==> config.mk <==
export PLATFORM = sky130hd
export DESIGN_NAME = mbd_front
export DESIGN_NICKNAME = d
export VERILOG_FILES = /design/src/hw/rtl/mbd_pkg.sv /design/src/hw/rtl/mbd_front.sv
export SDC_FILE = /design/constraint.sdc
export NUM_CORES = 1
export LEC_CHECK = 0
export ABC_AREA = 0
export BUFFER_PORTS_ARGS = -buffer_cell sky130_fd_sc_hd__buf_2
export CAP_MARGIN = 20
export CORE_MARGIN = 2
export CORE_UTILIZATION = 50
export CTS_CLUSTER_DIAMETER = 50
export DETAILED_ROUTE_END_ITERATION = 16
export PLACE_DENSITY_LB_ADDON = 0.08
export SLEW_MARGIN = 40
export SYNTH_ARGS = -nofsm -noshare
export SYNTH_HDL_FRONTEND = slang
export SYNTH_SLANG_ARGS = --single-unit
export TNS_END_PERCENT = 10
==> constraint.sdc <==
create_clock -name clk -period 14.5 [get_ports clk]
set_input_delay 2.175 -clock clk [delete_from_list [all_inputs] [get_ports clk]]
set_output_delay 2.175 -clock clk [all_outputs]
set_load 0.1 [all_outputs]
==> src/hw/rtl/mbd_pkg.sv <==
`timescale 1ns / 1ps
// mipmap box downsampler: shared types, sizes, channel tables and lane arithmetic
// used by every module of the block except mbd_ram; depends on nothing

package mbd_pkg;

    // largest source level the line store and position counters are built for
    localparam int MAX_WIDTH  = 2048;
    localparam int MAX_HEIGHT = 2048;

    // line store holds one entry per column pair
    localparam int LINE_DEPTH = MAX_WIDTH / 2;
    localparam int COL_W      = $clog2(MAX_WIDTH);
    localparam int ROW_W      = $clog2(MAX_HEIGHT);
    localparam int IDX_W      = COL_W - 1;

    // size registers and the effective size derived from them
    localparam int CFG_W        = 12;
    localparam int MAX_DIM      = (MAX_WIDTH > MAX_HEIGHT) ? MAX_WIDTH : MAX_HEIGHT;
    localparam int SIZE_W       = $clog2(MAX_DIM) + 1;
    localparam int CMP_W        = (SIZE_W > CFG_W) ? SIZE_W : CFG_W;
    localparam int WIDTH_RESET  = 2048;
    localparam int HEIGHT_RESET = 2048;

    // pixel and lane geometry
    localparam int PIXEL_W   = 32;
    localparam int CHAN_W    = 8;
    localparam int LANE_W    = 9;
    localparam int NUM_CHAN  = 4;
    localparam int NUM_FMT   = 4;
    localparam int LANES_W   = LANE_W * NUM_CHAN;
    localparam int AVG_SHIFT = 2;

    // command queue between front and back
    localparam int QUEUE_DEPTH = 4;

    typedef enum logic [1:0] {
        FMT_RGB565   = 2'd0,
        FMT_RGBA4444 = 2'd1,
        FMT_RGBA5551 = 2'd2,
        FMT_RGBA8888 = 2'd3
    } pixel_fmt_t;

    typedef enum logic [1:0] {
        CFG_PIXEL_FORMAT = 2'd0,
        CFG_LEVEL_WIDTH  = 2'd1,
        CFG_LEVEL_HEIGHT = 2'd2
    } cfg_index_t;

    typedef enum logic {
        OP_STORE = 1'b0,
        OP_EMIT  = 1'b1
    } line_op_t;

    // format and effective level size as seen by the datapath
    typedef struct packed {
        pixel_fmt_t          fmt;
        logic [SIZE_W-1:0]   width;
        logic [SIZE_W-1:0]   height;
    } cfg_t;

    // one line store operation, produced at an odd column
    typedef struct packed {
        line_op_t            op;
        logic [IDX_W-1:0]    idx;
        logic [LANES_W-1:0]  lanes;
        logic                last;
    } line_cmd_t;

    // channel position and mask per format, channels r, g, b, a
    localparam logic [4:0] CHAN_SHIFT [NUM_FMT][NUM_CHAN] = '{
        '{5'd11, 5'd5, 5'd0,  5'd0},
        '{5'd12, 5'd8, 5'd4,  5'd0},
        '{5'd11, 5'd6, 5'd1,  5'd0},
        '{5'd0,  5'd8, 5'd16, 5'd24}
    };

    localparam logic [CHAN_W-1:0] CHAN_MASK [NUM_FMT][NUM_CHAN] = '{
        '{8'h1F, 8'h3F, 8'h1F, 8'h00},
        '{8'h0F, 8'h0F, 8'h0F, 8'h0F},
        '{8'h1F, 8'h1F, 8'h1F, 8'h01},
        '{8'hFF, 8'hFF, 8'hFF, 8'hFF}
    };

    // size register clamped to the limit, low bit dropped, zero taken as two
    function automatic logic [SIZE_W-1:0] eff_size(input logic [CFG_W-1:0] r,
                                                   input int limit);
        logic [CMP_W-1:0] v;
        logic [CMP_W-1:0] lim;
        lim = CMP_W'(limit);
        v   = CMP_W'(r);
        if (v > lim)
        begin
            v = lim;
        end
        v[0] = 1'b0;
        if (v == '0)
        begin
            v = CMP_W'(2);
        end
        return SIZE_W'(v);
    endfunction

    function automatic logic [CHAN_W-1:0] get_chan(input logic [PIXEL_W-1:0] px,
                                                   input pixel_fmt_t fmt,
                                                   input int c);
        return CHAN_W'(px >> CHAN_SHIFT[fmt][c]) & CHAN_MASK[fmt][c];
    endfunction

    // horizontal pair sums, one 9-bit lane per channel
    function automatic logic [LANES_W-1:0] pair_lanes(input logic [PIXEL_W-1:0] a,
                                                      input logic [PIXEL_W-1:0] b,
                                                      input pixel_fmt_t fmt);
        logic [LANES_W-1:0] lanes;
        lanes = '0;
        for (int c = 0; c < NUM_CHAN; c++)
        begin
            lanes[c*LANE_W +: LANE_W] = LANE_W'(get_chan(a, fmt, c)) +
                                        LANE_W'(get_chan(b, fmt, c));
        end
        return lanes;
    endfunction

    // add both rows, divide by four and repack in the current format
    function automatic logic [PIXEL_W-1:0] pack_average(input logic [LANES_W-1:0] prev,
                                                        input logic [LANES_W-1:0] cur,
                                                        input pixel_fmt_t fmt);
        logic [PIXEL_W-1:0] res;
        logic [LANE_W:0]    s;
        logic [CHAN_W-1:0]  v;
        res = '0;
        for (int c = 0; c < NUM_CHAN; c++)
        begin
            s   = (LANE_W+1)'(prev[c*LANE_W +: LANE_W]) +
                  (LANE_W+1)'(cur[c*LANE_W +: LANE_W]);
            v   = CHAN_W'(s >> AVG_SHIFT) & CHAN_MASK[fmt][c];
            res = res | (PIXEL_W'(v) << CHAN_SHIFT[fmt][c]);
        end
        return res;
    endfunction

endpackage

==> src/hw/rtl/mbd_front.sv <==
`timescale 1ns / 1ps
// front end: accepts source pixels, tracks the raster position, holds even pixels
// and turns each odd column into a line store command; depends on mbd_pkg

module mbd_front import mbd_pkg::*; (
    input  logic               clk,
    input  logic               rst_n,
    input  cfg_t               cfg,
    input  logic               s_axis_tvalid,
    output logic               s_axis_tready,
    input  logic [PIXEL_W-1:0] s_axis_tdata,   // pixel_in
    input  logic               queue_full,
    output logic               push,
    output line_cmd_t          cmd
);

    logic [COL_W-1:0]   col_reg, col_next;
    logic [ROW_W-1:0]   row_reg, row_next;
    logic [PIXEL_W-1:0] held_reg, held_next;

    logic               accept;
    logic [SIZE_W-1:0]  col_inc;
    logic [SIZE_W-1:0]  row_inc;
    logic               wrap_col;
    logic               wrap_row;

    assign s_axis_tready = !queue_full;
    assign accept        = s_axis_tvalid && s_axis_tready;

    // position arithmetic
    assign col_inc  = SIZE_W'(col_reg) + SIZE_W'(1);
    assign row_inc  = SIZE_W'(row_reg) + SIZE_W'(1);
    assign wrap_col = (col_inc >= cfg.width);
    assign wrap_row = (row_inc >= cfg.height);

    // classify: odd column stores on even rows, emits on odd rows
    assign push      = accept && col_reg[0];
    assign cmd.op    = row_reg[0] ? OP_EMIT : OP_STORE;
    assign cmd.idx   = col_reg[COL_W-1:1];
    assign cmd.lanes = pair_lanes(held_reg, s_axis_tdata, cfg.fmt);
    assign cmd.last  = (row_inc == cfg.height) && (col_inc == cfg.width);

    // next position and held pixel
    always_comb
    begin
        col_next  = col_reg;
        row_next  = row_reg;
        held_next = held_reg;
        if (accept)
        begin
            if (!col_reg[0])
            begin
                held_next = s_axis_tdata;
            end
            if (wrap_col)
            begin
                col_next = '0;
                row_next = wrap_row ? '0 : row_inc[ROW_W-1:0];
            end
            else
            begin
                col_next = col_inc[COL_W-1:0];
            end
        end
    end

    always_ff @(posedge clk or negedge rst_n)
    begin
        if (!rst_n)
        begin
            col_reg  <= '0;
            row_reg  <= '0;
            held_reg <= '0;
        end
        else
        begin
            col_reg  <= col_next;
            row_reg  <= row_next;
            held_reg <= held_next;
        end
    end

endmodule

# [After elaboration in Yosys (flattened, before gate mapping)]
# Index checks and enable logic that the tools add are counted.
[word_totals] out_inout_bits=50 word_cells=47 regBits=54
[op_classes] addsub=6 order_cmp=3 muxes=9 bitwise=10 reduce_logical=6 eq_ne=2 shifts=8
[op_table] cell="$shr 32x5->8" count=8
[op_table] cell="$and 8x8->8" count=8
[op_table] cell="$bmux 32 s2" count=1
[op_table] cell="$mux 32" count=2
[op_table] cell="$bmux 20 s2" count=1
[op_table] cell="$mux 20" count=2
[op_table] cell="$add 8x8->9" count=4
[op_table] cell="$add 11x1->12 const B" count=2
[op_table] cell="$eq 12x12->1" count=2
[op_table] cell="$ge 12x12->1" count=2
[op_table] cell="$mux 11" count=2
[op_table] cell="$reduce_and 2->1" count=2
[op_table] cell="$ge 3x3->1 const B" count=1
[op_table] cell="$logic_and 1x1->1" count=3
[op_table] cell="$not 2->3" count=1
[op_table] cell="$logic_not 1->1" count=1
[op_table] cell="$mux 1" count=1
[op_table] cell="$not 1->1" count=1

# [Depth between registers and ports, before layout]
[depth] ltp_word=7 mapped_depth=18 mapped_depth_nobuf=14

# [Least setup slack after synthesis]
# Ideal clock, no wire load.
[synth_timing] path_kind="input-to-output" start="input port cfg[24] in the netlist's numbering" end="output port cmd[9] in the netlist's numbering" stages=13 n_path_buf=2 t_required_ps=12325 path_slack_ps=5267 arrival_ps=7058 cell_sequence="clkinv_1 -> clkbuf_1 -> ha_1 -> buf_4 -> nor2_4 -> mux2_2 -> mux2_2 -> mux4_2 -> ha_1 -> a21oi_1 -> o21bai_1 -> a21oi_1 -> o21ai_0"
[synth_lines] item="start: declaration" line_no="mbd_front.sv:8" rtl="input cfg_t cfg,"
[synth_lines] item="end: declaration" line_no="mbd_front.sv:14" rtl="output line_cmd_t cmd"

==> qor.tcl <==
set qor(firstDrtPassIters) 5
set qor(max_slew.worst_pin.slew_ps) 736
set qor(die_h_um) 124
set qor(globalplace.congestion) 0.973
set qor(register_area_sq_um) 1350
set qor(multiInputGateArea_sq_um) 5450
set qor(vdd_ir_drop_max_mv) 0.115
set qor(post-cts-setup-buffer-count) 0
set qor(synth_async_sr_flop_share) 1.00
set qor(grt.overflow.total) 0
set qor(root_buffer) {sky130_fd_sc_hd__clkbuf_16}
set qor(timing.final.crit_share) 0.681
set qor(setup_viol) 0
set qor(grt_pass1_vias) 6526
set qor(worst_skew_pair.late_latency_ps) 300
set qor(largest_register_ff_count) 32
set qor(yosys-mux-area-fraction) 0.269
set qor(p_leak_nw) 3.80
set qor(worst_hold_path_type) {reg2reg}
set qor(pwr_density_cell_nw_per_um2) 148
set qor(drive_above_1_share) 0.263
set qor(floorplan.rows) 43
set qor(cts_buffer_depth) 2
set qor(synth_area_per_cell_sq_um) 8.73
set qor(end_kind) {primary output}
set qor(hold-worst-slack_ps) 502
set qor(global_route.usage.total) 0.286
set qor(n_antenna_cell) 0
set qor(drt-wirelength-per-cell_um) 20.5
set qor(synth-edff-count) 0
set qor(synth-warning-count) 0
set qor(post_cts_sizing) 0
set qor(slowest_delay_ps) 640
set qor(fp.dieArea_sq_um) 15400
set qor(finish.cell_count_without_fillers) 1079
set qor(yosys.area_share.simple) 0.159
set qor(syn-num-nets) 958
set qor(max-slew-margin-rel) 0.509
set qor(worst-endpoint-required_ps) 12320
set qor(max_transition_viols_final) 0
set qor(vias_per_cell) 6.23
set qor(place_hpwl_mm) 16.3
set qor(number_of_hold_buffers_added_after_cts) 0
set qor(critical_path_buf_inv_count) 4
set qor(rsz0062_at_grt) {false}
set qor(grt_pass1_wl_mm) 35.7
set qor(hold_violations) 0
set qor(synth_area_sq_um) 7230
set qor(result_of_the_run) {finished, final reports clean}
set qor(critical_path.cell_chain) {buf_2, clkinv_1, ha_2, buf_4, nor2_4, mux2_2, mux4_2, nand2_1, o21ai_0, ha_1, a21o_1, a21oi_1, o21ai_0, o41ai_1, xnor2_1, buf_2}
set qor(synthesized_area_fraction_occupied_by_xor_and_xnor_cells) 0.0497
set qor(cts_htree_levels) 2
set qor(initial_antenna_violation_count) 0
set qor(ios) 112
set qor(synth-main-ff-cell) {sky130_fd_sc_hd__dfrtp_1}
set qor(placeableCoreArea_sq_um) 14000
set qor(critPathSlowestCell) {sky130_fd_sc_hd__clkinv_1}
set qor(cts_tree) {built}
set qor(design.final.nets) 1028
set qor(grt_start_max_net_pins) 55
set qor(synth-compound-area-share) 0.153
set qor(io_buffers) 111
set qor(post-place-ws_ps) 4700
set qor(detailed_place.area_sq_um) 7800
set qor(finalCriticalPeriod_ps) 9870
set qor(clk_pin_slew_worst_paths_ps) 70
set qor(post_synth_inst_count) 828
set qor(post_route_drc) 0
set qor(finalWorstSetupSlack_ps) 4630
set qor(cts_made_buffers) 5
set qor(drtIter0Drc) 515
set qor(post-place-cells) 1071
set qor(clock-skew-final_ps) 4.24
set qor(layout.filler_cells) 1291
set qor(timing.setup.critical_path_class) {in2out}
set qor(timing.setup.tns_ps) 0
set qor(path_max_fanout) 39
set qor(main_combinational_cell_family_by_area_after_synthesis) {multiplexers}
set qor(timing.critical_path.max_delay_family) {buffers and inverters}
set qor(timing.critical_path.from_type) {primary input}
set qor(die_x_um) 124
set qor(initial_utilization) 0.517
set qor(routed_wl_mm) 22.1
set qor(cp_data_arrival_time_ps) 7690
set qor(final_cell_area_sq_um) 7960
set qor(total_of_max_cap_violations) 0
set qor(vias) 6724
set qor(synth_seq_cells) 54
set qor(synthToLayoutAreaGrowth_pct) 10.1
set qor(postRouteAntennaNets) 0
set qor(synth_cell_type_count) 48
set qor(fmax_ghz) 0.101
set qor(clock-sinks) 54
set qor(post_synth_fa_ha_maj_area_fraction) 0.122
set qor(seq_area_frac_synth) 0.187
[kinds of logic (layout without fill, tap and decap cells)]
| group | after synthesis | after routing |
|---|---|---|
| simple gates | 256 | 256 |
| compound gates | 177 | 177 |
| mux | 133 | 133 |
| buf+inv | 99 | 170 |
| fa+ha+maj | 68 | 68 |
| flops | 54 | 54 |
| xor+xnor | 41 | 41 |
[cell type report]
cell class                 count  area share
sequential                    54       0.170
clock inverter                 2     0.00251
clock buffer                   6      0.0174
inverter                      42      0.0198
timing repair buffer         120      0.0783
tap                          180      0.0283
multi-input combinational    675       0.684
[final timing paths]
path                              start      endpoint  slack (ps)  cells past startpoint
max in group asynchronous         rst_n  held_reg[20]       12030                      2
min in group asynchronous         rst_n    row_reg[9]        2000                      2
setup / recovery                cfg[24]        cmd[8]        4630                     16
setup reg to reg             col_reg[0]    row_reg[4]       11060                     12
hold / removal             held_reg[31]  held_reg[31]         500                      1
hold reg to reg            held_reg[31]  held_reg[31]         500                      1
[power by group]
group          internal, mW  switching (mW)  leakage, nW  total (mW)
registers             0.182          0.0662        0.672       0.248
clock network        0.0708          0.0599       0.0794       0.131
logic                 0.220           0.582         3.05       0.802
[Yosys cell counts (2+ instances only)]
master                     instances  area share
sky130_fd_sc_hd__mux4_2           43        0.13
sky130_fd_sc_hd__buf_1             5      0.0026
sky130_fd_sc_hd__clkbuf_1         24       0.012
sky130_fd_sc_hd__mux2_2           58       0.090
sky130_fd_sc_hd__a21o_1           10       0.010
sky130_fd_sc_hd__a22oi_1           3      0.0031
sky130_fd_sc_hd__fa_1              4       0.011
sky130_fd_sc_hd__nor2_4            2      0.0031
sky130_fd_sc_hd__mux2i_1          32       0.044
sky130_fd_sc_hd__nand3_1          13      0.0090
sky130_fd_sc_hd__o311a_1           3      0.0042
sky130_fd_sc_hd__nand2_1         108       0.056
sky130_fd_sc_hd__a21oi_1          54       0.037
sky130_fd_sc_hd__a31oi_1           2      0.0017
sky130_fd_sc_hd__xor2_1           12       0.015
sky130_fd_sc_hd__nand4_1           6      0.0052
sky130_fd_sc_hd__o41ai_1           4      0.0048
sky130_fd_sc_hd__clkinv_1          2      0.0010
sky130_fd_sc_hd__nor2_1           67       0.035
sky130_fd_sc_hd__and4_1            3      0.0036
sky130_fd_sc_hd__inv_1            39       0.020
sky130_fd_sc_hd__o21ai_0          48       0.033
sky130_fd_sc_hd__buf_2            15       0.010
sky130_fd_sc_hd__buf_4            13       0.013
sky130_fd_sc_hd__xnor2_1          29       0.035
sky130_fd_sc_hd__ha_1             64        0.11
sky130_fd_sc_hd__a22o_1           12       0.015
sky130_fd_sc_hd__nor2b_1           7      0.0061
sky130_fd_sc_hd__and3_1            6      0.0052
sky130_fd_sc_hd__o211ai_1          5      0.0052
sky130_fd_sc_hd__nand2b_1          8      0.0069
sky130_fd_sc_hd__and2_1           18       0.016
sky130_fd_sc_hd__o21bai_1          8      0.0083
sky130_fd_sc_hd__a211oi_1         22       0.023
sky130_fd_sc_hd__nor3b_1           2      0.0021
sky130_fd_sc_hd__nor3_1           12      0.0083
sky130_fd_sc_hd__dfrtp_1          54        0.19
[cells in the final DEF, fill, tap and decap left out, types with 2 or more instances in the layout]
cell type	synthesis	final
sky130_fd_sc_hd__mux2_2	58	58
sky130_fd_sc_hd__clkbuf_16	0	5
sky130_fd_sc_hd__fa_1	4	4
sky130_fd_sc_hd__nand3_1	13	13
sky130_fd_sc_hd__nor3b_1	2	2
sky130_fd_sc_hd__o21ai_0	48	48
sky130_fd_sc_hd__mux4_2	43	43
sky130_fd_sc_hd__nand2b_1	8	8
sky130_fd_sc_hd__nor2_4	2	2
sky130_fd_sc_hd__nor3_1	12	12
sky130_fd_sc_hd__and2_1	18	18
sky130_fd_sc_hd__o21bai_1	8	8
sky130_fd_sc_hd__a211oi_1	22	22
sky130_fd_sc_hd__o41ai_1	4	4
sky130_fd_sc_hd__clkinv_1	2	2
sky130_fd_sc_hd__dfrtp_1	54	54
sky130_fd_sc_hd__o311a_1	3	3
sky130_fd_sc_hd__and3_1	6	6
sky130_fd_sc_hd__nor2_1	67	66
sky130_fd_sc_hd__a22o_1	12	12
sky130_fd_sc_hd__a31oi_1	2	2
sky130_fd_sc_hd__a22oi_1	3	3
sky130_fd_sc_hd__a21oi_1	54	54
sky130_fd_sc_hd__o211ai_1	5	5
sky130_fd_sc_hd__ha_1	64	63
sky130_fd_sc_hd__nand4_1	6	6
sky130_fd_sc_hd__buf_4	13	9
sky130_fd_sc_hd__mux2i_1	32	32
sky130_fd_sc_hd__xnor2_1	29	29
sky130_fd_sc_hd__buf_2	15	111
sky130_fd_sc_hd__inv_2	1	2
sky130_fd_sc_hd__nand2_1	108	108
sky130_fd_sc_hd__and4_1	3	3
sky130_fd_sc_hd__nor2b_1	7	7
sky130_fd_sc_hd__xor2_1	12	12
sky130_fd_sc_hd__inv_1	39	38
sky130_fd_sc_hd__a21o_1	10	10
[stage by stage]
stage / utilization / power (mW)
floorplan: - / 0.907
global placement: 0.558 / 1.04
detailed placement: 0.558 / 1.05
CTS: 0.569 / 1.18
global route: 0.569 / 1.24
finish: 0.569 / 1.18
[per-layer routing]
layer,track usage,vias to the layer above,share of wire
met5,0,-,0
met4,0.104,0,0.038
met3,0.0348,58,0.075
met2,0.464,291,0.46
met1,0.392,3245,0.43
li1,-,3130,-
Power figures use the tool's default switching activity.
