==> config.mk <==
export PLATFORM = sky130hd
export DESIGN_NAME = mbd_queue
export DESIGN_NICKNAME = d
export VERILOG_FILES = /design/src/hw/rtl/mbd_pkg.sv /design/src/hw/rtl/mbd_queue.sv
export SDC_FILE = /design/constraint.sdc
export NUM_CORES = 1
export LEC_CHECK = 0
export ABC_CLOCK_PERIOD_IN_PS = 4210
export BUFFER_PORTS_ARGS = -buffer_cell sky130_fd_sc_hd__buf_2
export CAP_MARGIN = 10
export CORE_MARGIN = 5
export CORE_UTILIZATION = 61
export DETAILED_ROUTE_END_ITERATION = 6
export GPL_TIMING_DRIVEN = 0
export PLACE_DENSITY = 0.83
export SLEW_MARGIN = 20
export SYNTH_ARGS = -nofsm -noshare
export SYNTH_HDL_FRONTEND = slang
export SYNTH_SLANG_ARGS = --single-unit
==> constraint.sdc <==
create_clock -name clk -period 4.21 [get_ports clk]
set_input_delay 1.263 -clock clk [delete_from_list [all_inputs] [get_ports clk]]
set_output_delay 1.263 -clock clk [all_outputs]
set_load 0.05 [all_outputs]
==> src/hw/rtl/mbd_pkg.sv <==
`timescale 1ns / 1ps
// mipmap box downsampler: shared types, sizes, channel tables and lane arithmetic
// used by every module of the block except mbd_ram; depends on nothing

package mbd_pkg;

    // largest source level the line store and position counters are built for
    localparam int MAX_WIDTH  = 2048;
    localparam int MAX_HEIGHT = 2048;

    // line store holds one entry per column pair
    localparam int LINE_DEPTH = MAX_WIDTH / 2;
    localparam int COL_W      = $clog2(MAX_WIDTH);
    localparam int ROW_W      = $clog2(MAX_HEIGHT);
    localparam int IDX_W      = COL_W - 1;

    // size registers and the effective size derived from them
    localparam int CFG_W        = 12;
    localparam int MAX_DIM      = (MAX_WIDTH > MAX_HEIGHT) ? MAX_WIDTH : MAX_HEIGHT;
    localparam int SIZE_W       = $clog2(MAX_DIM) + 1;
    localparam int CMP_W        = (SIZE_W > CFG_W) ? SIZE_W : CFG_W;
    localparam int WIDTH_RESET  = 2048;
    localparam int HEIGHT_RESET = 2048;

    // pixel and lane geometry
    localparam int PIXEL_W   = 32;
    localparam int CHAN_W    = 8;
    localparam int LANE_W    = 9;
    localparam int NUM_CHAN  = 4;
    localparam int NUM_FMT   = 4;
    localparam int LANES_W   = LANE_W * NUM_CHAN;
    localparam int AVG_SHIFT = 2;

    // command queue between front and back
    localparam int QUEUE_DEPTH = 4;

    typedef enum logic [1:0] {
        FMT_RGB565   = 2'd0,
        FMT_RGBA4444 = 2'd1,
        FMT_RGBA5551 = 2'd2,
        FMT_RGBA8888 = 2'd3
    } pixel_fmt_t;

    typedef enum logic [1:0] {
        CFG_PIXEL_FORMAT = 2'd0,
        CFG_LEVEL_WIDTH  = 2'd1,
        CFG_LEVEL_HEIGHT = 2'd2
    } cfg_index_t;

    typedef enum logic {
        OP_STORE = 1'b0,
        OP_EMIT  = 1'b1
    } line_op_t;

    // format and effective level size as seen by the datapath
    typedef struct packed {
        pixel_fmt_t          fmt;
        logic [SIZE_W-1:0]   width;
        logic [SIZE_W-1:0]   height;
    } cfg_t;

    // one line store operation, produced at an odd column
    typedef struct packed {
        line_op_t            op;
        logic [IDX_W-1:0]    idx;
        logic [LANES_W-1:0]  lanes;
        logic                last;
    } line_cmd_t;

    // channel position and mask per format, channels r, g, b, a
    localparam logic [4:0] CHAN_SHIFT [NUM_FMT][NUM_CHAN] = '{
        '{5'd11, 5'd5, 5'd0,  5'd0},
        '{5'd12, 5'd8, 5'd4,  5'd0},
        '{5'd11, 5'd6, 5'd1,  5'd0},
        '{5'd0,  5'd8, 5'd16, 5'd24}
    };

    localparam logic [CHAN_W-1:0] CHAN_MASK [NUM_FMT][NUM_CHAN] = '{
        '{8'h1F, 8'h3F, 8'h1F, 8'h00},
        '{8'h0F, 8'h0F, 8'h0F, 8'h0F},
        '{8'h1F, 8'h1F, 8'h1F, 8'h01},
        '{8'hFF, 8'hFF, 8'hFF, 8'hFF}
    };

    // size register clamped to the limit, low bit dropped, zero taken as two
    function automatic logic [SIZE_W-1:0] eff_size(input logic [CFG_W-1:0] r,
                                                   input int limit);
        logic [CMP_W-1:0] v;
        logic [CMP_W-1:0] lim;
        lim = CMP_W'(limit);
        v   = CMP_W'(r);
        if (v > lim)
        begin
            v = lim;
        end
        v[0] = 1'b0;
        if (v == '0)
        begin
            v = CMP_W'(2);
        end
        return SIZE_W'(v);
    endfunction

    function automatic logic [CHAN_W-1:0] get_chan(input logic [PIXEL_W-1:0] px,
                                                   input pixel_fmt_t fmt,
                                                   input int c);
        return CHAN_W'(px >> CHAN_SHIFT[fmt][c]) & CHAN_MASK[fmt][c];
    endfunction

    // horizontal pair sums, one 9-bit lane per channel
    function automatic logic [LANES_W-1:0] pair_lanes(input logic [PIXEL_W-1:0] a,
                                                      input logic [PIXEL_W-1:0] b,
                                                      input pixel_fmt_t fmt);
        logic [LANES_W-1:0] lanes;
        lanes = '0;
        for (int c = 0; c < NUM_CHAN; c++)
        begin
            lanes[c*LANE_W +: LANE_W] = LANE_W'(get_chan(a, fmt, c)) +
                                        LANE_W'(get_chan(b, fmt, c));
        end
        return lanes;
    endfunction

    // add both rows, divide by four and repack in the current format
    function automatic logic [PIXEL_W-1:0] pack_average(input logic [LANES_W-1:0] prev,
                                                        input logic [LANES_W-1:0] cur,
                                                        input pixel_fmt_t fmt);
        logic [PIXEL_W-1:0] res;
        logic [LANE_W:0]    s;
        logic [CHAN_W-1:0]  v;
        res = '0;
        for (int c = 0; c < NUM_CHAN; c++)
        begin
            s   = (LANE_W+1)'(prev[c*LANE_W +: LANE_W]) +
                  (LANE_W+1)'(cur[c*LANE_W +: LANE_W]);
            v   = CHAN_W'(s >> AVG_SHIFT) & CHAN_MASK[fmt][c];
            res = res | (PIXEL_W'(v) << CHAN_SHIFT[fmt][c]);
        end
        return res;
    endfunction

endpackage

==> src/hw/rtl/mbd_queue.sv <==
`timescale 1ns / 1ps
// short command fifo between front and back end
// depends on mbd_pkg

module mbd_queue import mbd_pkg::*; (
    input  logic      clk,
    input  logic      rst_n,
    input  logic      push,
    input  line_cmd_t cmd_in,
    output logic      full,
    input  logic      pop,
    output logic      valid,
    output line_cmd_t cmd_out
);

    localparam int PTR_W = (QUEUE_DEPTH > 1) ? $clog2(QUEUE_DEPTH) : 1;
    localparam int CNT_W = $clog2(QUEUE_DEPTH + 1);

    line_cmd_t         entry_reg [QUEUE_DEPTH];
    logic [PTR_W-1:0]  wr_ptr_reg, wr_ptr_next;
    logic [PTR_W-1:0]  rd_ptr_reg, rd_ptr_next;
    logic [CNT_W-1:0]  count_reg, count_next;

    assign full    = (count_reg == CNT_W'(QUEUE_DEPTH));
    assign valid   = (count_reg != '0);
    assign cmd_out = entry_reg[rd_ptr_reg];

    // pointers and fill count
    always_comb
    begin
        wr_ptr_next = wr_ptr_reg;
        rd_ptr_next = rd_ptr_reg;
        count_next  = count_reg;
        if (push)
        begin
            wr_ptr_next = (wr_ptr_reg == PTR_W'(QUEUE_DEPTH - 1)) ? '0 :
                          wr_ptr_reg + PTR_W'(1);
        end
        if (pop)
        begin
            rd_ptr_next = (rd_ptr_reg == PTR_W'(QUEUE_DEPTH - 1)) ? '0 :
                          rd_ptr_reg + PTR_W'(1);
        end
        if (push && !pop)
        begin
            count_next = count_reg + CNT_W'(1);
        end
        else if (pop && !push)
        begin
            count_next = count_reg - CNT_W'(1);
        end
    end

    always_ff @(posedge clk or negedge rst_n)
    begin
        if (!rst_n)
        begin
            wr_ptr_reg <= '0;
            rd_ptr_reg <= '0;
            count_reg  <= '0;
        end
        else
        begin
            wr_ptr_reg <= wr_ptr_next;
            rd_ptr_reg <= rd_ptr_next;
            count_reg  <= count_next;
        end
    end

    // entry storage
    always_ff @(posedge clk)
    begin
        if (push)
        begin
            entry_reg[wr_ptr_reg] <= cmd_in;
        end
    end

endmodule

[Word-level counts from Yosys, hierarchy flattened]
Memories as Yosys holds them, arrays and structs flattened.
Index checks and enable logic that the tools add are counted.
Operators by class
  add/subtract/negate cells: 4
  $mul: 0
  divide/modulo/power cells: 0
  $lt $le $gt $ge: 0
  equal/unequal tests: 3
  shift-type cells: 0
  muxes and demuxes: 6
  bitwise logic cells: 0
  reduce and logical (&&, ||, !) cells: 6
Operators with widths (number)
  3-bit two-way mux: 2
  2-bit by 1-bit adder with 2-bit output (second input constant): 2
  2-bit equality test (second input constant): 2
  2-bit two-way mux: 2
  3-bit by 1-bit adder with 3-bit output (second input constant): 1
  3-bit equality test (second input constant): 1
  3-bit nonzero test: 1
  3-bit by 1-bit subtractor with 3-bit output (second input constant): 1
  1-bit logical AND: 2
  1-bit zero test: 2
  1-bit two-way mux: 2
  2-bit nonzero test: 1
Storage, ports and cells
  flip-flop bits (word level): 7
  bits in latches: 0
  memory bits (writable): 192
  bits in read-only memories: 0
  bits of input ports: 52
  output and inout bits: 50
  word-level logic and storage cells: 23
  memories kept: 1
Memories
  entry_reg: words 4, width 48, rd ports 1, clocked after Yosys merged registers in 0, write ports 1, line mbd_queue.sv:19  | line_cmd_t entry_reg [QUEUE_DEPTH];

[Logic depth before layout (Yosys ltp)]
Gate-level depths: netlist of the first run.
  depth after elaboration: 4
  gate-level depth with buffers: 7
  depth with buffers taken out: 7

[Worst setup path after synthesis of the first run]
No wires, ideal clock.
  kind: register to output
  start point: register count_reg[0]
  end point: output full
  arrival time: 1594 ps
  slack: 1353 ps
  stages on the path, launching flop included: 2
  cell sequence: dfrtp_1 -> nor3b_1
Between the ends
  longest elaborated chain between the ends: 1
Ends and longest elaborated chain
  from (decl): line mbd_queue.sv:22  | logic [CNT_W-1:0] count_reg, count_next;
  from (signal assigned): line mbd_queue.sv:66  | count_reg <= count_next;
  3-bit equality test: line mbd_queue.sv:24  | assign full = (count_reg == CNT_W'(QUEUE_DEPTH));
  to (decl): line mbd_queue.sv:10  | output logic full,
Every way passes these cells.

==> flow_summary.yaml, run 1 <==
status:
  status: "completed"
cts:
  post_cts_buffers: 0
  cts_tree: "done"
  max-clock-path-buffers: 2
  h-tree-depth: 4
  cts_hold_buf: 0
  cts_sinks: 199
  clk_latency_ps: 410
  root_buffer: "clkbuf_16"
  postCtsResizedCells: 0
  numCtsBuffers: 17
  clk_pin_slew_ps: 60
critical_path:
  reg2reg_from: "wr_ptr_reg[0]"
  required_ps: 2950
  cp_top_family: "buffers and inverters"
  critPathLaunch: "rd_ptr_reg[1]"
  crit_buf_inv: 3
  crit_fanout: 10
  worstPathCellList: "buf_2 > buf_4 > mux4_2 > buf_2"
  path_common_cell: "buf_2"
  critPathLaunchType: "register"
  critPathArrivalTime_ps: 1980
  worst-setup-path-type: "register to output port"
  slowest_stage: "dfrtp_1"
  max_stage_delay_ps: 430
  rrSetupSlack_ps: 2570
  worstSetupEndpointType: "output port"
cells_and_area:
  largest_reg_flops: 192
  fin_util_pct: 73.1
  finalNetCount: 471
  fillCellCount: 692
  area_delta_synth_final_pct: 18.2
  layout-drive-gt1-share_pct: 46.6
synth:
  avgSynthCellArea_um2: 25.7
  synth_edf_count: 192
  yosysMostFrequentCell: "edfxtp_1"
  synth_nets: 347
  synth_top_area_share_pct: 77.9
  netlist_area_um2: 7400
  synth_warnings: 0
  synth-seq-cells: 199
  synthTopCellsByCount: "edfxtp_1, mux4_2, dfrtp_1"
  yosysTopAreaCell: "edfxtp_1"
  synth.area.top_cells: "edfxtp_1, mux4_2, dfrtp_1, buf_12, ha_1"
  syn-instance-count: 288
  ys_seq_area_share_pct: 80.3
  synth-async-reset-ratio_pct: 3.52
  synth.distinct_cells: 19
  synth-main-ff-cell: "edfxtp_1"
place:
  port_buffers: 101
  globalplace.congestion: 0.715
  hpwl_um: 7810
detailed_routing:
  firstDrtPassIters: 5
  routed_via_density: 5.73
  avgRoutedWirePerCell_um: 21.7
  drt-initial-drc-count: 209
  drcViolationCount: 0
  ant_nets: 0
  vias: 3272
  wirelength_um: 12400
die:
  fp.dieW_um: 120
  initial_core_util_pct: 61.9
  die_h_um: 120
  die_area_um2: 14400
  fp.coreArea_um2: 12000
  rows: 40
  top_level_ports: 102
timing:
  finalCritPeriodShare_pct: 77.0
  tightest_slew_ps: 348
  finalSetupViolations: 0
  hold_viol_final: 0
  tns_ps: 0
  slew_headroom_pct: 76.8
  rsz0062_at_grt: "false"
  min_period_ps: 3240
  skew_ps: 3.32
  fmax_mhz: 309
  slew_violations: 0
grt:
  grt_overflow: 0
  grt_pass1_vias: 3543
  grt.total_usage_pct: 18.7
  grt_max_degree: 34
  grt_pass1_wl_um: 19700
  antenna_found_initial: 1
flow_run:
  max-cap-violations: 0
hold_path:
  hp-start: "count_reg[2]"
  min_path_type: "register to register"
power:
  power.leakage_uw: 0.00306
  powerDensity_nw_per_um2: 788
  p_total_uw: 6890
  peakVddDrop_mv: 0.532
[kinds of logic after synthesis]
family | synth area share [%]
buf+inv | 2.08
fa+ha+maj | 1.29
flops | 80.3
xor+xnor | 0.355
simple gates | 0.778
mux | 15.1
compound gates | 0.135
[final cells by class]
type | instances | area, µm² | share of cell area (%)
timing repair buffer | 105 | 586 | 6.69
tap | 147 | 184 | 2.10
buffer | 11 | 139 | 1.59
sequential | 199 | 5940 | 67.9
clock inverter | 11 | 134 | 1.53
multi-input combinational | 74 | 1310 | 15.0
inverter | 4 | 15.0 | 0.172
clock buffer | 19 | 433 | 4.95
antenna | 1 | 2.50 | 0.0286
[metrics by stage]
stage / cell area, µm² / hold WS (ps) / setup slack [ps] / instances
2_1_floorplan: 7400 / 449 / 1350 / 288
3_3_place_gp: 8090 / 467 / 326 / 536
3_5_place_dp: 8180 / 468 / 1370 / 540
4_1_cts: 8740 / 482 / 899 / 570
5_1_grt: 8740 / 498 / 849 / 570
6_report: 8750 / 484 / 969 / 571
[power by group]
group / total, µW / switching (µW) / internal, µW
clock: 1550 / 634 / 920
combinational: 2700 / 1810 / 895
sequential: 2640 / 96.0 / 2540
total: 6890 / 2540 / 4360
[metal layers]
layer	track usage, %	wire [µm]
met1	24.3	4880
met2	30.0	6410
met3	6.41	980
met4	6.23	82
met5	0	7
[layout by cell type, fill, tap and decap left out, types with 2 or more instances in the layout]
master / n
ha_1: 6
mux4_2: 48
nand2_1: 2
buf_2: 105
edfxtp_1: 192
buf_12: 9
clkbuf_16: 17
mux2_2: 3
xor2_1: 2
and2_4: 4
inv_1: 4
dfrtp_1: 7
bufinv_16: 3
nor2_1: 3
clkinv_1: 2
clkinv_2: 4
clkbuf_1: 2
o21ai_0: 2
[final timing paths]
check,endpoint,cells past startpoint
min in group asynchronous,count_reg[1],1
min,count_reg[2],1
max in group asynchronous,rd_ptr_reg[0],1
max reg2reg,entry_reg[0][36],4
min reg2reg,count_reg[2],1
max,cmd_out[22],4
Note: power is estimated with default switching activity, not from simulation.
==> run 2: changes to the inputs <==
Settings changed: ABC_CLOCK_PERIOD_IN_PS 4210 to 2750, CORE_UTILIZATION 61 to 51, PLACE_DENSITY 0.83 to 0.74.
Clock period 4.21 ns to 2.75 ns, I/O delays scaled along.
==> run 2 against run 1 <==
  * Count of clock-buffer cells in the layout shrank 2
  * Cell count grew 6.7%
  * Clock skew grew 3.9 ps
  * Critical path depth is the same
  * Total power grew 55%
  * Sequential share of layout area shrank 0.83 points
  * Global-route usage shrank 2.9 points
  * Routed wire length grew 1.4%
  * Largest power group unchanged
  * Highest routed layer unchanged
==> flow_summary.yaml, run 2 (synthesized netlist as in run 1, its figures left out) <==
status:
  status: "completed"
die:
  fp.dieW_um: 130
  fp.coreArea_um2: 14400
  rows: 44
  die_area_um2: 17000
  top_level_ports: 102
  initial_core_util_pct: 51.5
  die_h_um: 130
cells_and_area:
  antennaDiodeCount: 0
  layout-drive-gt1-share_pct: 47.5
  finalNetCount: 471
  layout.cells.non_filler: 609
  fin_util_pct: 61.6
  final_cell_mix: "edfxtp_1, buf_2, mux4_2"
  layout_commonest_cell: "edfxtp_1"
  largest_reg_flops: 192
  area_delta_synth_final_pct: 19.7
grt:
  grt_pass1_wl_um: 19400
  grt_pass1_vias: 3562
  grt_max_degree: 28
  grt.total_usage_pct: 15.8
  antenna_found_initial: 1
  grt_overflow: 0
cts:
  numCtsBuffers: 17
  cts_tree: "done"
  h-tree-depth: 4
  clk_pin_slew_ps: 70
  post_cts_buffers: 0
  clk_latency_ps: 420
  max-clock-path-buffers: 2
  root_buffer: "clkbuf_16"
  cts_sinks: 199
timing:
  finalSetupViolations: 0
  fmax_mhz: 373
  slew_headroom_pct: 72.9
  tightest_slew_ps: 406
  finalCritPeriodShare_pct: 97.6
  rsz0062_at_grt: "false"
  skew_ps: 7.20
  min_period_ps: 2680
  slew_violations: 0
  worst_slack_ps: 66.6
  hold_viol_final: 0
flow_run:
  max-cap-violations: 0
detailed_routing:
  wirelength_um: 12500
  drt-initial-drc-count: 211
  firstDrtPassIters: 5
  avgRoutedWirePerCell_um: 20.6
  vias: 3306
  drcViolationCount: 0
  routed_via_density: 5.43
  ant_nets: 0
power:
  peakVddDrop_mv: 0.834
  power.leakage_uw: 0.00307
  p_total_uw: 10700
  powerDensity_nw_per_um2: 1210
critical_path:
  reg2reg_depth: 4
  critPathArrivalTime_ps: 1860
  worstSetupEndpointType: "output port"
  critPathLaunchType: "register"
  r2r-end: "entry_reg[0][10]"
  required_ps: 1930
  crit_fanout: 10
  worst-setup-path-type: "register to output port"
  rrSetupSlack_ps: 1070
  reg2reg_from: "wr_ptr_reg[0]"
place:
  port_buffers: 101
  post-place-ws_ps: 371
  dp.cells: 577
  hpwl_um: 7960
  globalplace.congestion: 0.683
hold_path:
  min_path_type: "input port to asynchronous set/reset pin"
run 2: changes by cell type in the layout (fill, tap and decap cells not counted):
cell,delta
clkinvlp_4,+4
clkinv_2,-4
buf_2,-12
bufinv_16,-1
clkbuf_1,-2
diode_2,-1
inv_6,+4
clkinv_1,-1
clkbuf_4,+1
buf_4,+9
inv_8,+2
buf_6,+2
run 2: worst max-delay path by stage:
stage | from | endpoint | slack (ps) | depth (start not counted)
floorplan | count_reg[0] | full | 330 | 1
global placement | push | entry_reg[2][3] | -740 | 2
detailed placement | rd_ptr_reg[1] | cmd_out[23] | 370 | 4
CTS | rd_ptr_reg[0] | cmd_out[9] | 10 | 4
global route | rd_ptr_reg[0] | cmd_out[3] | 0.6 | 4
finish | rd_ptr_reg[0] | cmd_out[46] | 70 | 4
run 2: power by group:
group	switching, µW	total, µW	internal [µW]	leakage, µW
Clock	1090	2450	1360	0.000274
Combinational	2780	4230	1440	0.000945
Sequential	143	4030	3890	0.00185
run 2: per-stage QoR:
step | hold slack, ps | TNS (ps) | area [µm²]
6_report | 226 | 0 | 8850
5_1_grt | 217 | 0 | 8850
4_1_cts | 208 | 0 | 8820
3_5_place_dp | 482 | 0 | 8220
3_3_place_gp | 467 | -139100 | 8130
2_1_floorplan | 449 | 0 | 7400
run 2: worst max-delay path, cell delays in order, from the launching register on:
cell     delay [ps]
dfrtp_1         360
buf_6           170
buf_12          160
mux4_2          530
buf_4           210
run 2: layout make-up:
cell class | count | area (µm²)
Sequential cell | 199 | 5940
Fill cell | 988 | 5510
Multi-Input combinational cell | 74 | 1310
Timing Repair Buffer | 105 | 617
Clock buffer | 17 | 425
Tap cell | 184 | 230
Clock inverter | 15 | 168
Buffer | 11 | 145
Inverter | 4 | 15.0
run 2: timing repair:
action | 4_1_cts | 5_1_grt
endpoints found under the setup margin | 9 | 18
hold buffers | 0 | 0
resized for setup | 1 | 23
run 2: per-layer routing:
metal,share of wire (%),track usage [%]
met1,39,20.3
met2,52,25.9
met3,5.9,3.86
met4,2.3,6.96
met5,0.10,0
==> run 3: changes to the inputs <==
Settings changed: ABC_AREA set to 1, CORE_UTILIZATION 51 to 52.
==> run 3 against run 2 <==
  * Critical path depth unchanged
  * Via count rose by 50%
  * Utilization increased by 0.32 points
==> flow_summary.yaml, run 3 <==
synth:
  netlist_area_um2: 8460
  synth_compound_area_share_pct: 12.7
  synth-main-ff-cell: "edfxtp_1"
  synth.area.mux_share_pct: 0
  synthTopCellsByCount: "edfxtp_1, nand2_1, inv_1"
  synth.area.top_cells: "edfxtp_1, o211ai_2, nand2_1, inv_1, buf_6"
  avgSynthCellArea_um2: 13.8
  ys_seq_area_share_pct: 70.2
  synth_simple_gate_area_share_pct: 7.43
  synth_top_family_by_area: "compound AO/OA/AOI/OAI gates"
  yosysTopAreaCell: "edfxtp_1"
  yosysMostFrequentCell: "edfxtp_1"
  synth-seq-cells: 199
  synth-async-reset-ratio_pct: 3.52
  synth_warnings: 0
  synth_edf_count: 192
  synth_nets: 672
  synthXorXnorAreaFrac_pct: 0.104
  synth.distinct_cells: 18
  syn-instance-count: 613
  synthAdderAreaFrac_pct: 1.12
  synth_top_area_share_pct: 68.2
cts:
  post_cts_buffers: 0
  h-tree-depth: 4
  numCtsBuffers: 17
  cts_sinks: 199
  clk_latency_ps: 430
  root_buffer: "clkbuf_16"
  clk_pin_slew_ps: 70
  max-clock-path-buffers: 2
  cts_tree: "done"
cells_and_area:
  layout_commonest_cell: "edfxtp_1"
  layout-drive-gt1-share_pct: 31.6
  fin_area_um2: 9880
  final_cell_mix: "edfxtp_1, nand2_1, buf_2"
  fin_util_pct: 61.9
  finalNetCount: 793
  largest_reg_flops: 192
  layout.cells.non_filler: 964
  area_delta_synth_final_pct: 16.8
timing:
  slew_headroom_pct: 50.0
  hold_viol_final: 0
  slew_violations: 0
  tightest_slew_ps: 750
  min_period_ps: 2690
  worst_slack_ps: 61.5
  finalCritPeriodShare_pct: 97.8
  finalSetupViolations: 0
  fmax_mhz: 372
  rsz0062_at_grt: "false"
  skew_ps: 7.00
critical_path:
  reg2reg_from: "wr_ptr_reg[0]"
  reg2reg_depth: 4
  required_ps: 1930
  r2r-end: "entry_reg[2][8]"
  max_stage_delay_ps: 490
  crit_fanout: 10
  worstSetupEndpointType: "output port"
  path_common_cell: "buf_2"
  worstPathCellList: "buf_2 > o211ai_2 > nand2_1 > buf_2"
  critPathLaunchType: "register"
  slowest_stage: "dfrtp_1"
  crit_path_end: "cmd_out[36]"
  rrSetupSlack_ps: 960
  worst-setup-path-type: "register to output port"
  critPathArrivalTime_ps: 1860
  critPathLaunch: "rd_ptr_reg[1]"
grt:
  grt.busiest_layer: "met2"
  met3_usage_pct: 5.33
  grtUsageMet2_pct: 35.2
  grt_pass1_wl_um: 27700
  antenna_found_initial: 1
  grt_pass1_vias: 5434
  grtUsageMet1_pct: 22.7
  grt.total_usage_pct: 19.8
  grt_max_degree: 49
  grt_overflow: 0
detailed_routing:
  firstDrtPassIters: 4
  wirelength_um: 17600
  ant_nets: 0
  drt-initial-drc-count: 315
  drcViolationCount: 0
  vias: 4959
  routed_via_density: 5.14
  avgRoutedWirePerCell_um: 18.2
place:
  hpwl_um: 11000
  place_area_um2: 9270
  post-place-ws_ps: 501
  globalplace.congestion: 0.725
  dp.cells: 931
  port_buffers: 101
die:
  top_level_ports: 102
  initial_core_util_pct: 53.1
  rows: 46
  die_area_um2: 18900
  fp.dieW_um: 138
  die_h_um: 138
  fp.coreArea_um2: 15900
power:
  peakVddDrop_mv: 0.753
  power.leakage_uw: 0.00412
  p_total_uw: 11700
  powerDensity_nw_per_um2: 1190
hold_path:
  min_path_type: "input port to asynchronous set/reset pin"
flow_run:
  max-cap-violations: 0
status:
  status: "completed"
-- run 3: cell count changes after synthesis, moves of 3 or more --
cell	previous run	this run
nand2_1	2	161
buf_6	1	24
and2_1	4	0
buf_12	5	0
mux2_2	3	0
o211ai_1	0	30
mux4_2	48	0
o211ai_2	0	66
buf_2	4	7
inv_1	4	107
-- run 3: cells by family (layout without fill, tap and decap cells) --
| family | count (synthesis) | count (layout) |
|---|---|---|
| DFF | 199 | 199 |
| and+or+nand+nor | 166 | 166 |
| buffers and inverters | 140 | 274 |
| adders and majority gates | 7 | 7 |
| other | 0 | 1 |
| AOI/OAI and AO/OA | 100 | 100 |
| xor gates and xnor gates | 1 | 1 |
-- run 3: worst min path at each step --
stage | cells after the start | slack [ps] | to
global route | 1 | 210 | wr_ptr_reg[0]
detailed placement | 2 | 470 | count_reg[2]
CTS | 1 | 210 | wr_ptr_reg[0]
global placement | 2 | 460 | count_reg[2]
floorplan | 2 | 440 | count_reg[2]
finish | 1 | 220 | count_reg[2]
-- run 3: per-layer routing --
| metal | share of wire, % | vias up | routed length (µm) |
|---|---|---|---|
| met5 | 0.097 | - | 17 |
| met4 | 2.0 | 2 | 343 |
| met3 | 5.8 | 30 | 1020 |
| met2 | 52 | 131 | 9200 |
| met1 | 40 | 2433 | 7010 |
| li1 | - | 2363 | - |
-- run 3: layout make-up --
class / instances / area, µm²
antenna: 1 / 2.50
buffer: 31 / 312
clock buffer: 17 / 425
clock inverter: 15 / 168
fill: 1242 / 6070
inverter: 109 / 419
multi-input combinational: 274 / 1800
sequential: 199 / 5940
tap: 216 / 270
timing repair buffer: 102 / 536
-- run 3: critical path: cells and delay by family, from the launching register on --
kind,cells,cell delay (ps)
AOI/OAI and AO/OA,1,150
and+or+nand+nor,1,120
DFF,1,490
buffers and inverters,2,660
-- run 3: report_power, final --
part | internal (µW) | total [µW] | leakage, µW | switching [µW]
Combinational | 1360 | 5180 | 0.00198 | 3830
Sequential | 3890 | 4070 | 0.00185 | 176
Clock | 1360 | 2480 | 0.000290 | 1120
Total | 6610 | 11700 | 0.00412 | 5120
-- run 3: stage by stage --
stage | TNS, ps | hold slack [ps]
after floorplan | 0 | 442
after global placement | -76610 | 462
after detailed placement | 0 | 475
after CTS | 0 | 205
after global routing | 0 | 212
final | 0 | 221
-- run 3: repair_timing --
| item | 4_1_cts | 5_1_grt |
|---|---|---|
| gates resized for setup | 0 | 3 |
| hold buffers | 0 | 0 |
| endpoints found under the setup margin | 0 | 8 |
| endpoints found under the hold margin | 0 | 0 |
